File: src/hdl/mpm_pkg.sv
// package for the message pool and mailbox block
// types, codes and defaults shared by the top level; no dependencies
`timescale 1ns / 1ps
package mpm_pkg;
  localparam int NUM_MSGS_DEF   = 64;
  localparam int NUM_QUEUES_DEF = 16;
  localparam int ACT_W    = 3;
  localparam int QID_W    = 4;
  localparam int MIDX_W   = 6;
  localparam int SND_W    = 8;
  localparam int PAY_W    = 32;
  localparam int STAT_W   = 2;

  typedef enum logic [ACT_W-1:0] {
    ACT_ALLOC  = 3'd0,
    ACT_FREE   = 3'd1,
    ACT_INSERT = 3'd2,
    ACT_PUSH   = 3'd3,
    ACT_POP    = 3'd4,
    ACT_CLEAR  = 3'd5
  } action_t;

  typedef enum logic [STAT_W-1:0] {
    ST_OK    = 2'd0,
    ST_EXH   = 2'd1,
    ST_EMPTY = 2'd2
  } status_t;

  typedef enum logic [3:0] {
    S_INIT, S_IDLE, S_DISPATCH, S_ALLOC_RD, S_WALK_RD, S_WALK_CHK,
    S_POP_UNLINK, S_CLEAR_RD, S_CLEAR_STEP, S_TAIL_LINK, S_REPORT, S_OUT
  } fsm_t;
endpackage

File: src/hdl/message_pool_and_mailboxes_top.sv
// message pool with free list and per-queue mailboxes, top level
// slot memories, queue head/tail registers and the sequencer; uses mpm_pkg
//
// One input beat is one operation (alloc, free, insert tail, push head, pop,
// clear); each gives exactly one result beat with status, popped slot data
// and the addressed queue's empty flag and head.
// Both channels use valid/stall; a beat moves when valid is high and stall low.
// Slot sender, payload, link and held flag live in synchronous memories
// (registered read). Push and any operation that changes no list pass from
// dispatch straight to report; alloc adds a free-list read, and free or insert
// onto a non-empty list adds a tail link write. Pop walks the queue one entry
// at a time (up to NUM_MSGS entries) and unlinks the first match; clear walks
// every entry of the queue. One operation is in flight at a time; the next
// input can be taken in the cycle after the result beat leaves.
// After reset an init pass over every slot writes the link memory as an
// ordered free chain and zeroes sender, payload and held flag; no input beat
// is taken meanwhile. A finished result waits in the output register while the
// receiver stalls; the next input is taken only once it has left.
`timescale 1ns / 1ps
module message_pool_and_mailboxes_top #(
  parameter int NUM_MSGS   = mpm_pkg::NUM_MSGS_DEF,
  parameter int NUM_QUEUES = mpm_pkg::NUM_QUEUES_DEF
) (
  input  logic clk,
  input  logic rst,
  input  logic in_valid,
  output logic in_stall,
  input  logic [mpm_pkg::ACT_W-1:0]  action,
  input  logic [mpm_pkg::QID_W-1:0]  queue_id,
  input  logic [mpm_pkg::MIDX_W-1:0] msg_index,
  input  logic [mpm_pkg::SND_W-1:0]  sender_id,
  input  logic                       any_sender,
  input  logic [mpm_pkg::PAY_W-1:0]  payload_in,
  output logic out_valid,
  input  logic out_stall,
  output logic [mpm_pkg::STAT_W-1:0] status,
  output logic [mpm_pkg::MIDX_W-1:0] msg_out,
  output logic [mpm_pkg::SND_W-1:0]  sender_out,
  output logic [mpm_pkg::PAY_W-1:0]  payload_out,
  output logic                       queue_empty,
  output logic [mpm_pkg::MIDX_W-1:0] head_msg
);
  import mpm_pkg::*;

  localparam int SW = $clog2(NUM_MSGS);
  localparam int PW = SW + 1;
  localparam int QW = (NUM_QUEUES > 1) ? $clog2(NUM_QUEUES) : 1;
  localparam logic [PW-1:0] NIL = PW'(NUM_MSGS);
  localparam logic [PW-1:0] LAST = PW'(NUM_MSGS - 1);

  // slot memories
  logic [SND_W-1:0] mem_snd  [NUM_MSGS];
  logic [PAY_W-1:0] mem_pay  [NUM_MSGS];
  logic [PW-1:0]    mem_nxt  [NUM_MSGS];
  logic             mem_held [NUM_MSGS];

  logic [PW-1:0] q_head [NUM_QUEUES];
  logic [PW-1:0] q_tail [NUM_QUEUES];
  logic [PW-1:0] free_head, free_tail;

  fsm_t state, state_next;

  // latched operation
  action_t          op;
  logic [QID_W-1:0] r_q;
  logic [MIDX_W-1:0] r_m;
  logic [SND_W-1:0] r_snd;
  logic             r_any;
  logic [PAY_W-1:0] r_pay;
  logic [PW-1:0]    cur, prev, steps;
  logic [SW-1:0]    init_cnt;

  // memory read port
  logic [SW-1:0]    rd_addr;
  logic [SND_W-1:0] rd_snd;
  logic [PAY_W-1:0] rd_pay;
  logic [PW-1:0]    rd_nxt;
  logic             rd_held;

  // write ports, link memory, data memories and held flags separately
  logic             nw_en, dw_en, hw_en;
  logic [SW-1:0]    nw_addr, dw_addr, hw_addr;
  logic [PW-1:0]    nw_data;
  logic [SND_W-1:0] dw_snd;
  logic [PAY_W-1:0] dw_pay;
  logic             hw_data;

  logic [QW-1:0] qi;
  logic qok, mok, accept, out_take;
  logic [PW-1:0] qh, qt;

  assign qi   = QW'(r_q);
  assign qok  = 32'(r_q) < NUM_QUEUES;
  assign qh   = qok ? q_head[qi] : NIL;
  assign qt   = qok ? q_tail[qi] : NIL;
  assign mok  = (32'(r_m) < NUM_MSGS) && rd_held;
  assign accept   = in_valid && !in_stall;
  assign out_take = out_valid && !out_stall;
  assign in_stall = (state != S_IDLE);

  always_ff @(posedge clk) begin
    if (nw_en) mem_nxt[nw_addr] <= nw_data;
    if (dw_en) begin
      mem_snd[dw_addr] <= dw_snd;
      mem_pay[dw_addr] <= dw_pay;
    end
    if (hw_en) mem_held[hw_addr] <= hw_data;
    rd_nxt  <= mem_nxt[rd_addr];
    rd_snd  <= mem_snd[rd_addr];
    rd_pay  <= mem_pay[rd_addr];
    rd_held <= mem_held[rd_addr];
  end

  // next state
  always_comb begin
    state_next = state;
    case (state)
      S_INIT:     if (32'(init_cnt) == NUM_MSGS - 1) state_next = S_IDLE;
      S_IDLE:     if (accept) state_next = S_DISPATCH;
      S_DISPATCH: begin
        case (op)
          ACT_ALLOC:  state_next = (free_head >= NIL) ? S_REPORT : S_ALLOC_RD;
          ACT_FREE:   state_next = (mok && free_head < NIL) ? S_TAIL_LINK : S_REPORT;
          ACT_INSERT: state_next = (mok && qok && qh < NIL) ? S_TAIL_LINK : S_REPORT;
          ACT_POP:    state_next = (qh < NIL) ? S_WALK_RD : S_REPORT;
          ACT_CLEAR:  state_next = (qh < NIL) ? S_CLEAR_RD : S_REPORT;
          default:    state_next = S_REPORT;
        endcase
      end
      S_ALLOC_RD:   state_next = S_REPORT;
      S_WALK_RD:    state_next = S_WALK_CHK;
      S_WALK_CHK: begin
        if (r_any || rd_snd == r_snd) state_next = S_POP_UNLINK;
        else if (rd_nxt >= NIL || steps == LAST) state_next = S_REPORT;
        else state_next = S_WALK_RD;
      end
      S_POP_UNLINK: state_next = S_REPORT;
      S_CLEAR_RD:   state_next = S_CLEAR_STEP;
      S_CLEAR_STEP: begin
        if (rd_nxt >= NIL || steps == LAST) state_next = S_REPORT;
        else state_next = S_CLEAR_RD;
      end
      S_TAIL_LINK:  state_next = S_REPORT;
      S_REPORT:     state_next = S_OUT;
      S_OUT:        if (out_take) state_next = S_IDLE;
      default:      state_next = S_IDLE;
    endcase
  end

  // memory control
  always_comb begin
    rd_addr = cur[SW-1:0];
    nw_en = 1'b0; nw_addr = '0; nw_data = NIL;
    dw_en = 1'b0; dw_addr = '0; dw_snd = '0; dw_pay = '0;
    hw_en = 1'b0; hw_addr = '0; hw_data = 1'b0;
    case (state)
      S_INIT: begin
        nw_en = 1'b1; nw_addr = init_cnt; nw_data = PW'(init_cnt) + PW'(1);
        dw_en = 1'b1; dw_addr = init_cnt;
        hw_en = 1'b1; hw_addr = init_cnt;
      end
      // fetch the held flag of the addressed slot while waiting
      S_IDLE: rd_addr = SW'(msg_index);
      S_DISPATCH: begin
        case (op)
          ACT_ALLOC: begin
            rd_addr = free_head[SW-1:0];
            if (free_head < NIL) begin
              dw_en = 1'b1; dw_addr = free_head[SW-1:0];
              hw_en = 1'b1; hw_addr = free_head[SW-1:0]; hw_data = 1'b1;
            end
          end
          ACT_FREE: if (mok) begin
            nw_en = 1'b1; nw_addr = SW'(r_m); nw_data = NIL;
            hw_en = 1'b1; hw_addr = SW'(r_m);
          end
          ACT_INSERT, ACT_PUSH: if (mok && qok) begin
            nw_en = 1'b1; nw_addr = SW'(r_m);
            nw_data = (op == ACT_PUSH) ? qh : NIL;
            dw_en = 1'b1; dw_addr = SW'(r_m); dw_snd = r_snd; dw_pay = r_pay;
            hw_en = 1'b1; hw_addr = SW'(r_m);
          end
          default: ;
        endcase
      end
      S_ALLOC_RD: begin
        nw_en = 1'b1; nw_addr = free_head[SW-1:0]; nw_data = NIL;
      end
      S_TAIL_LINK: begin
        nw_en = 1'b1; nw_addr = (op == ACT_FREE) ? free_tail[SW-1:0] : qt[SW-1:0];
        nw_data = PW'(r_m);
      end
      S_WALK_CHK: if (r_any || rd_snd == r_snd) begin
        if (prev < NIL) begin
          nw_en = 1'b1; nw_addr = prev[SW-1:0]; nw_data = rd_nxt;
        end
        hw_en = 1'b1; hw_addr = cur[SW-1:0]; hw_data = 1'b1;
      end
      S_POP_UNLINK: begin
        nw_en = 1'b1; nw_addr = cur[SW-1:0]; nw_data = NIL;
      end
      S_CLEAR_STEP: begin
        nw_en = 1'b1; nw_addr = cur[SW-1:0]; nw_data = NIL;
        hw_en = 1'b1; hw_addr = cur[SW-1:0]; hw_data = 1'b1;
      end
      default: ;
    endcase
  end

  // control registers and list pointers
  always_ff @(posedge clk) begin
    if (rst) begin
      state <= S_INIT;
      init_cnt <= '0;
      free_head <= '0;
      free_tail <= LAST;
      out_valid <= 1'b0;
      for (int i = 0; i < NUM_QUEUES; i++) begin
        q_head[i] <= NIL;
        q_tail[i] <= NIL;
      end
    end else begin
      state <= state_next;
      case (state)
        S_INIT: init_cnt <= init_cnt + SW'(1);
        S_IDLE: if (accept) begin
          op <= action_t'(action);
          r_q <= queue_id; r_m <= msg_index; r_snd <= sender_id;
          r_any <= any_sender; r_pay <= payload_in;
          status <= ST_OK; msg_out <= '0; sender_out <= '0; payload_out <= '0;
        end
        S_DISPATCH: begin
          cur <= qh; prev <= NIL; steps <= '0;
          case (op)
            ACT_ALLOC: if (free_head >= NIL) status <= ST_EXH;
              else msg_out <= MIDX_W'(free_head);
            // empty list takes the slot as head and tail; else tail moves on link
            ACT_FREE: if (mok && free_head >= NIL) begin
              free_head <= PW'(r_m);
              free_tail <= PW'(r_m);
            end
            ACT_INSERT: if (mok && qok && qh >= NIL) begin
              q_head[qi] <= PW'(r_m);
              q_tail[qi] <= PW'(r_m);
            end
            ACT_PUSH: if (mok && qok) begin
              if (qh >= NIL) q_tail[qi] <= PW'(r_m);
              q_head[qi] <= PW'(r_m);
            end
            ACT_POP: if (qh >= NIL) status <= ST_EMPTY;
            ACT_CLEAR: if (qok) begin
              q_head[qi] <= NIL;
              q_tail[qi] <= NIL;
            end
            default: ;
          endcase
        end
        S_ALLOC_RD: begin
          free_head <= rd_nxt;
          if (rd_nxt >= NIL) free_tail <= NIL;
        end
        S_TAIL_LINK: begin
          if (op == ACT_FREE) free_tail <= PW'(r_m);
          else q_tail[qi] <= PW'(r_m);
        end
        S_WALK_CHK: begin
          if (r_any || rd_snd == r_snd) begin
            if (prev >= NIL) q_head[qi] <= rd_nxt;
            if (qt == cur) q_tail[qi] <= prev;
            else if (prev >= NIL && rd_nxt >= NIL) q_tail[qi] <= NIL;
            msg_out <= MIDX_W'(cur);
            sender_out <= rd_snd;
            payload_out <= rd_pay;
          end else begin
            if (rd_nxt >= NIL || steps == LAST) status <= ST_EMPTY;
            prev <= cur;
            cur <= rd_nxt;
            steps <= steps + PW'(1);
          end
        end
        S_CLEAR_STEP: begin
          cur <= rd_nxt;
          steps <= steps + PW'(1);
        end
        S_REPORT: begin
          queue_empty <= !(qh < NIL);
          head_msg <= (qh < NIL) ? MIDX_W'(qh) : '0;
          out_valid <= 1'b1;
        end
        S_OUT: if (out_take) out_valid <= 1'b0;
        default: ;
      endcase
    end
  end

  // checks
  a_one_result: assert property (@(posedge clk) disable iff (rst)
    out_valid |-> state == S_OUT) else $error("result outside output state");
  a_no_take_busy: assert property (@(posedge clk) disable iff (rst)
    out_valid |-> in_stall) else $error("input taken while result pending");
  a_free_tail: assert property (@(posedge clk) disable iff (rst)
    (state == S_IDLE && free_head >= NIL) |-> free_tail >= NIL)
    else $error("free tail set on empty free list");
  a_status: assert property (@(posedge clk) disable iff (rst)
    out_valid |-> status != 2'd3) else $error("bad status code");
endmodule
File: config.mk
export PLATFORM = sky130hd
export DESIGN_NAME = message_pool_and_mailboxes_top
export DESIGN_NICKNAME = d
export VERILOG_FILES = /design/src/hdl/mpm_pkg.sv /design/src/hdl/message_pool_and_mailboxes_top.sv
export SDC_FILE = /design/constraint.sdc
export NUM_CORES = 2
export LEC_CHECK = 0
export BUFFER_PORTS_ARGS = -buffer_cell sky130_fd_sc_hd__buf_4
export CAP_MARGIN = 30
export CORE_ASPECT_RATIO = 2
export CORE_MARGIN = 2
export CORE_UTILIZATION = 45
export DETAILED_ROUTE_END_ITERATION = 8
export HOLD_SLACK_MARGIN = 0.05
export PLACE_DENSITY_LB_ADDON = 0.05
export REMOVE_ABC_BUFFERS = 1
export SLEW_MARGIN = 20
export SYNTH_ARGS = -nofsm -noshare
export SYNTH_HDL_FRONTEND = slang
export SYNTH_SLANG_ARGS = --single-unit
File: constraint.sdc
create_clock -name clk -period 5.8 [get_ports clk]
set_input_delay 0.58 -clock clk [delete_from_list [all_inputs] [get_ports clk]]
set_output_delay 0.58 -clock clk [all_outputs]
set_load 0.01 [all_outputs]
# [After elaboration in Yosys (flattened, before gate mapping)]
# Memory sizes are Yosys's and may differ from the RTL's. A register that Yosys moved wholly into a read port is not among the register bits.
# Index checks and enable logic that the tools add are counted.
[totals] inputBits=58 memories=6 ff_bits=154 ram_bits=3296 wordCells=268
[mem_list] name="mem_pay" words=64 width=32 read_ports=1 rd_clocked_by_memory_dff=1 wr=1 line_no="message_pool_and_mailboxes_top.sv:53" rtl="logic [PAY_W-1:0] mem_pay [NUM_MSGS];"
[mem_list] name="mem_snd" words=64 width=8 read_ports=1 rd_clocked_by_memory_dff=1 wr=1 line_no="message_pool_and_mailboxes_top.sv:52" rtl="logic [SND_W-1:0] mem_snd [NUM_MSGS];"
[mem_list] name="mem_nxt" words=64 width=7 read_ports=1 rd_clocked_by_memory_dff=1 wr=1 line_no="message_pool_and_mailboxes_top.sv:54" rtl="logic [PW-1:0] mem_nxt [NUM_MSGS];"
[mem_list] name="q_head" words=16 width=7 read_ports=1 rd_clocked_by_memory_dff=1 wr=16 line_no="message_pool_and_mailboxes_top.sv:57" rtl="logic [PW-1:0] q_head [NUM_QUEUES];"
[mem_list] name="q_tail" words=16 width=7 read_ports=1 rd_clocked_by_memory_dff=1 wr=16 line_no="message_pool_and_mailboxes_top.sv:58" rtl="logic [PW-1:0] q_tail [NUM_QUEUES];"
[mem_list] name="mem_held" words=64 width=1 read_ports=1 rd_clocked_by_memory_dff=1 wr=1 line_no="message_pool_and_mailboxes_top.sv:55" rtl="logic mem_held [NUM_MSGS];"
[op_classes] mux=147 addsub=3 eq_ne=36 n_reduce_logical=40 order_cmp=7 bitwise_logic=9
[ops] cell="32-bit 2-to-1 mux" n=5
[ops] cell="7-bit 2-to-1 mux" n=20
[ops] cell="6-bit 2-to-1 mux" n=14
[ops] cell="32-bit one-hot mux with 2 select lines" n=1
[ops] cell="1-bit 2-to-1 mux" n=57
[ops] cell="4-bit 2-to-1 mux" n=13
[ops] cell="6-bit one-hot mux with 2 select lines" n=4
[ops] cell="7-bit one-hot mux with 3 select lines" n=2
[ops] cell="8-bit 2-to-1 mux" n=5
[ops] cell="4-bit one-hot mux with 10 select lines" n=1
[ops] cell="6-bit one-hot mux with 3 select lines" n=2
[ops] cell="6-bit one-hot mux with 6 select lines" n=1
[ops] cell="7-bit >= comparator (second input constant)" n=4
[ops] cell="7-bit one-hot mux with 2 select lines" n=2
[ops] cell="7-bit one-hot mux with 4 select lines" n=1
[ops] cell="6-bit one-hot mux with 4 select lines" n=1
[ops] cell="2-bit != test (second input constant)" n=11
[ops] cell="7-bit less-than comparator (second input constant)" n=3
[ops] cell="4-bit one-hot mux with 5 select lines" n=1
[ops] cell="4-bit by 3-bit == test with 1-bit output (second input constant)" n=4
[ops] cell="4-bit == test (second input constant)" n=4
[ops] cell="8-bit one-hot mux with 2 select lines" n=1
[ops] cell="3-bit AND reduction" n=5
[ops] cell="2-bit 2-to-1 mux" n=7
[ops] cell="38 further kinds" n=73

# [Longest topological paths before layout]
[logic_depth] word_depth=14 ltp_mapped=13 depth_no_buf=8

# [Worst setup path after synthesis]
# No wires, ideal clock.
[synth_path] kind="reg2reg" from="reg state[2]" to="reg payload_out[0] in the netlist's numbering, enable pin" setup_slack_ns=1.032 path_stages_with_launch=6 arrival_ns=4.273 required_time_ns=5.305 n_path_buf=2 setup_time_ns=0.495 path_cell_list="dfxtp_1 -> clkbuf_1 -> clkbuf_1 -> nor2_1 -> nor3_1 -> nor3b_1"
[synth_between] elab_chain_cells=5
[synth_rtl] element="start, declared" line_no="message_pool_and_mailboxes_top.sv:61" rtl="fsm_t state, state_next;"
[synth_rtl] element="start signal, assigned" line_no="message_pool_and_mailboxes_top.sv:223" rtl="state <= state_next;"
[synth_rtl] element="4-bit by 1-bit != test with 1-bit output" line_no="message_pool_and_mailboxes_top.sv:99" rtl="assign in_stall = (state != S_IDLE);"
[synth_rtl] element="1-bit zero test" line_no="message_pool_and_mailboxes_top.sv:97" rtl="assign accept = in_valid && !in_stall;"
[synth_rtl] element="1-bit logical AND" line_no="message_pool_and_mailboxes_top.sv:97"
[synth_rtl] element="2-bit != test (no source line)"
[synth_rtl] element="4-bit AND reduction (no source line) (*)"
[synth_rtl] element="end signal, assigned" line_no="message_pool_and_mailboxes_top.sv:273" rtl="payload_out <= rd_pay;"
[synth_rtl] element="end, declared" line_no="message_pool_and_mailboxes_top.sv:39" rtl="output logic [mpm_pkg::PAY_W-1:0] payload_out,"
# Mark *: on every way between the ends. The rest lies on a longest branch, timed or not.
# A chain may end at the register's enable or synchronous reset.

# [Worst setup path in the final report]
[layout_path] from="reg state[1]" to="reg rd_nxt[3], read port of mem_nxt"
[layout_between] elab_chain_cells=2
[layout_rtl] element="4-bit by 2-bit == test with 1-bit output or 4-bit by 1-bit == test with 1-bit output (tied branches)" line_no="message_pool_and_mailboxes_top.sv:156" rtl="case (state)"
[layout_rtl] element="6-bit one-hot mux with 2 select lines (*)" line_no="message_pool_and_mailboxes_top.sv:156"
[layout_rtl] element="end, declared" line_no="message_pool_and_mailboxes_top.sv:77" rtl="logic [PW-1:0] rd_nxt;"
# Marked as above.

==> impl_metrics.env <==
export IMPL_outcome="finished, final reports clean"
export IMPL_ir_drop_mv=0.2648
export IMPL_yosysWarnings=0
export IMPL_netlist_area_um2=144300
export IMPL_cp_buffers_inverters=4
export IMPL_hold_depth=3
export IMPL_insertion_delay_ns=0.92
export IMPL_hold_end="state[1]"
export IMPL_fillers=26342
export IMPL_r2r_setup_slack_ns=0.82
export IMPL_grt_start_max_net_pins=232
export IMPL_cp_slowest_cell="o41ai_1"
export IMPL_fin_nets=9621
export IMPL_drv_slew=0
export IMPL_hold_violations=0
export IMPL_fin_crit_ns=4.981
export IMPL_maxSlewHeadroom=0.2011
export IMPL_vias=92195
export IMPL_die_area_um2=325400
export IMPL_hp_class="in2reg"
export IMPL_drive_above_1_share=0.1362
export IMPL_die_height_um=804.8
export IMPL_num_rows=294
export IMPL_start_kind="register"
export IMPL_finClkSkew_ns=0.04363
export IMPL_drv_cap=0
export IMPL_path_max_fanout=231
export IMPL_leakage_uw=0.05443
export IMPL_finalCritPeriodShare=0.8588
export IMPL_cts_tree="yes"
export IMPL_tightest_slew_ns=1.198
export IMPL_end_kind="register"
export IMPL_r2r_cells=11
export IMPL_syn2layout_area_growth_pct=13.26
export IMPL_max_stage_delay_ns=0.83
export IMPL_numCtsBuffers=325
export IMPL_synth_cell_types=76
export IMPL_r2r_end="rd_nxt[3]"
export IMPL_antenna_found_initial=16
export IMPL_rsz0062_at_grt="no"
export IMPL_synth_edf_count=3426
export IMPL_drt_first_pass_iters=8
export IMPL_ant_nets=0
export IMPL_cts_resized=0
export IMPL_final_common_cell="edfxtp_1"
export IMPL_fp_dieW_um=404.4
export IMPL_hp_start="in_valid"
export IMPL_holdWs_ns=0.1549
export IMPL_via_per_inst=6.603
export IMPL_port_buffers=114
export IMPL_crit_family="compound AO/OA/AOI/OAI gates"
export IMPL_routed_wl_um=494000
export IMPL_synthArstFlopShare=0
export IMPL_layout_common_cells="edfxtp_1, and3_1, a211oi_1, buf_4, nand3_1"
export IMPL_ys_seq_elements=3502
export IMPL_cts_sinks=3502
export IMPL_path_class="reg2reg"
export IMPL_hpwl_um=266200
export IMPL_gr_usage_all_layers=0.2978
export IMPL_core_area_um2=319700
export IMPL_drc=0
export IMPL_clockBufferDepth=4
export IMPL_cp_cell_sequence="buf_4 -> nor4b_2 -> buf_4 -> a32oi_4 -> buf_12 -> buf_12 -> nand3_1 -> and4_1 -> o41ai_1 -> o2111ai_1 -> mux2i_1"
export IMPL_drt_iter0_drc=10976
export IMPL_powerDensity_nw_per_um2=305.6
export IMPL_syn_instance_count=9583
export IMPL_timing_fmax_mhz=200.8
export IMPL_place_congestion=0.8154
export IMPL_grt_pass1_vias=89969
export IMPL_grt_overflow=0
export IMPL_clk_pin_slew_ns=0.07
export IMPL_io_pin_count=115
export IMPL_worstPathArrival_ns=5.81
export IMPL_root_buffer="clkbuf_16"
export IMPL_wl_per_cell_um=35.38
export IMPL_required_ns=6.63
export IMPL_initial_core_util=0.4513
export IMPL_tns_ns=0
export IMPL_setup_viol=0
export IMPL_yosysSeqAreaShare=0.7236
export IMPL_grt_pass1_wl_um=698500
export IMPL_crit_start="state[1]"
export IMPL_syn_avg_cell_area_um2=15.06
export IMPL_reg2reg_from="state[1]"
export IMPL_synth_ff_type="edfxtp_1"
export IMPL_cts_max_level=5
## tightest hold or removal path, stage by stage
cell       delay [ns]
buf_4            0.13
a2111oi_0        0.10
nor4_1           0.19
## synth_stat cells, types with 5 or more instances
library cell / count / area [um2]
edfxtp_1: 3426 / 102900
and3_1: 1250 / 7820
a211oi_1: 1189 / 8926
clkbuf_1: 802 / 3010
nand3_1: 376 / 1882
o21ai_0: 357 / 1787
and4_1: 337 / 2952
o41ai_1: 337 / 2952
nor2_1: 250 / 938.4
mux2i_1: 122 / 1221
buf_2: 113 / 565.5
nand2_1: 107 / 401.6
nor4_1: 104 / 650.6
dfxtp_1: 76 / 1521
a211oi_2: 71 / 888.4
nand4_1: 65 / 406.6
mux4_2: 58 / 1306
a2111oi_0: 52 / 455.4
o2111ai_1: 49 / 429.2
a21oi_1: 40 / 200.2
buf_4: 36 / 270.3
o21bai_1: 33 / 247.7
buf_1: 23 / 86.33
nor2b_1: 22 / 137.6
a31oi_1: 20 / 125.1
xor2_1: 19 / 166.4
nor3_1: 17 / 85.08
or4_1: 17 / 127.6
a22oi_1: 16 / 120.1
a21o_1: 13 / 97.59
mux2_2: 13 / 146.4
nand3b_1: 13 / 97.59
a222oi_1: 11 / 110.1
buf_6: 11 / 123.9
xnor2_1: 11 / 96.34
nand2b_1: 10 / 62.56
or3_1: 10 / 62.56
inv_1: 9 / 33.78
nor4b_1: 9 / 78.83
a221o_1: 7 / 70.07
and2_1: 6 / 37.54
or2_2: 6 / 37.54
nor4b_2: 5 / 75.07
## routing by layer
metal | track usage | routed length, um | vias up
met2 | 0.5008 | 243900 | 3684
met4 | 0.08913 | 16070 | 0
met3 | 0.03670 | 30880 | 782
met5 | 0 | 0 | -
li1 | - | - | 39270
met1 | 0.4051 | 203200 | 48459
## logic make-up (layout without fill, tap and decap cells)
| logic type | after synthesis | in the layout | share of synthesized area |
|---|---|---|---|
| compound gates | 2233 | 2233 | 0.1161 |
| xor+xnor | 30 | 30 | 0.001821 |
| fa+ha+maj | 2 | 2 | 0.0001734 |
| buf+inv | 996 | 1230 | 0.02840 |
| flops | 3502 | 3502 | 0.7236 |
| mux | 195 | 195 | 0.01871 |
| other cells | 0 | 2 | 0 |
| simple gates | 2625 | 2625 | 0.1112 |
## power by group
group          switching [uW]  internal (uW)  total (uW)  leakage (uW)
clock network            9600          12100       21700       0.00510
registers                46.0          27600       27700        0.0330
logic                     399            145         545        0.0163
## registers in the layout, indices dropped and copies added, names as in the netlist, 32 cells and up, named ones only
| name | flops |
|---|---|
| mem_held | 64 |
| mem_pay | 2048 |
| mem_snd | 512 |
| rd_pay | 32 |
| payload_out | 32 |
| mem_nxt | 448 |
| q_tail | 112 |
| r_pay | 32 |
| q_head | 112 |
## how the worst max path moves through the flow
stage | slack (ns) | to | depth (start not counted)
6_report | 0.82 | rd_nxt[3] | 11
2_1_floorplan | -169.02 | mok | 7
4_1_cts | 0.87 | rd_nxt[6] | 11
3_5_place_dp | 0.93 | rd_pay[6] | 12
3_3_place_gp | 0.96 | rd_nxt[6] | 11
5_1_grt | 0.63 | rd_nxt[3] | 11
## area by class of cell
cell class / instances / area (um2) / area share
clock buffer: 434 / 8867 / 0.05426
sequential: 3502 / 104400 / 0.6389
timing repair buffer: 636 / 6783 / 0.04151
antenna: 2 / 5.005 / 0.00003063
inverter: 11 / 42.54 / 0.0002603
multi-input combinational: 5085 / 36560 / 0.2237
tap: 4144 / 5185 / 0.03173
clock inverter: 149 / 1568 / 0.009593
## timing repair
action	in CTS	in global routing
endpoints found under the hold margin	59	0
setup buffers	0	0
hold buffers	55	0
## stage by stage
stage / util / std cells / area (um2) / setup WS [ns] / total power (uW)
global route: 0.5112 / 13962 / 163400 / 0.6267 / 51110
floorplan: - / 8598 / 140200 / -169.02 / 28420
detailed placement: 0.4764 / 13315 / 152300 / 0.9311 / 28730
CTS: 0.5108 / 13953 / 163300 / 0.8682 / 50240
finish: 0.5112 / 13963 / 163400 / 0.8190 / 49940
global placement: 0.4746 / 13288 / 151700 / 0.9641 / 28720
No activity file was read; power rests on OpenSTA's default activity.
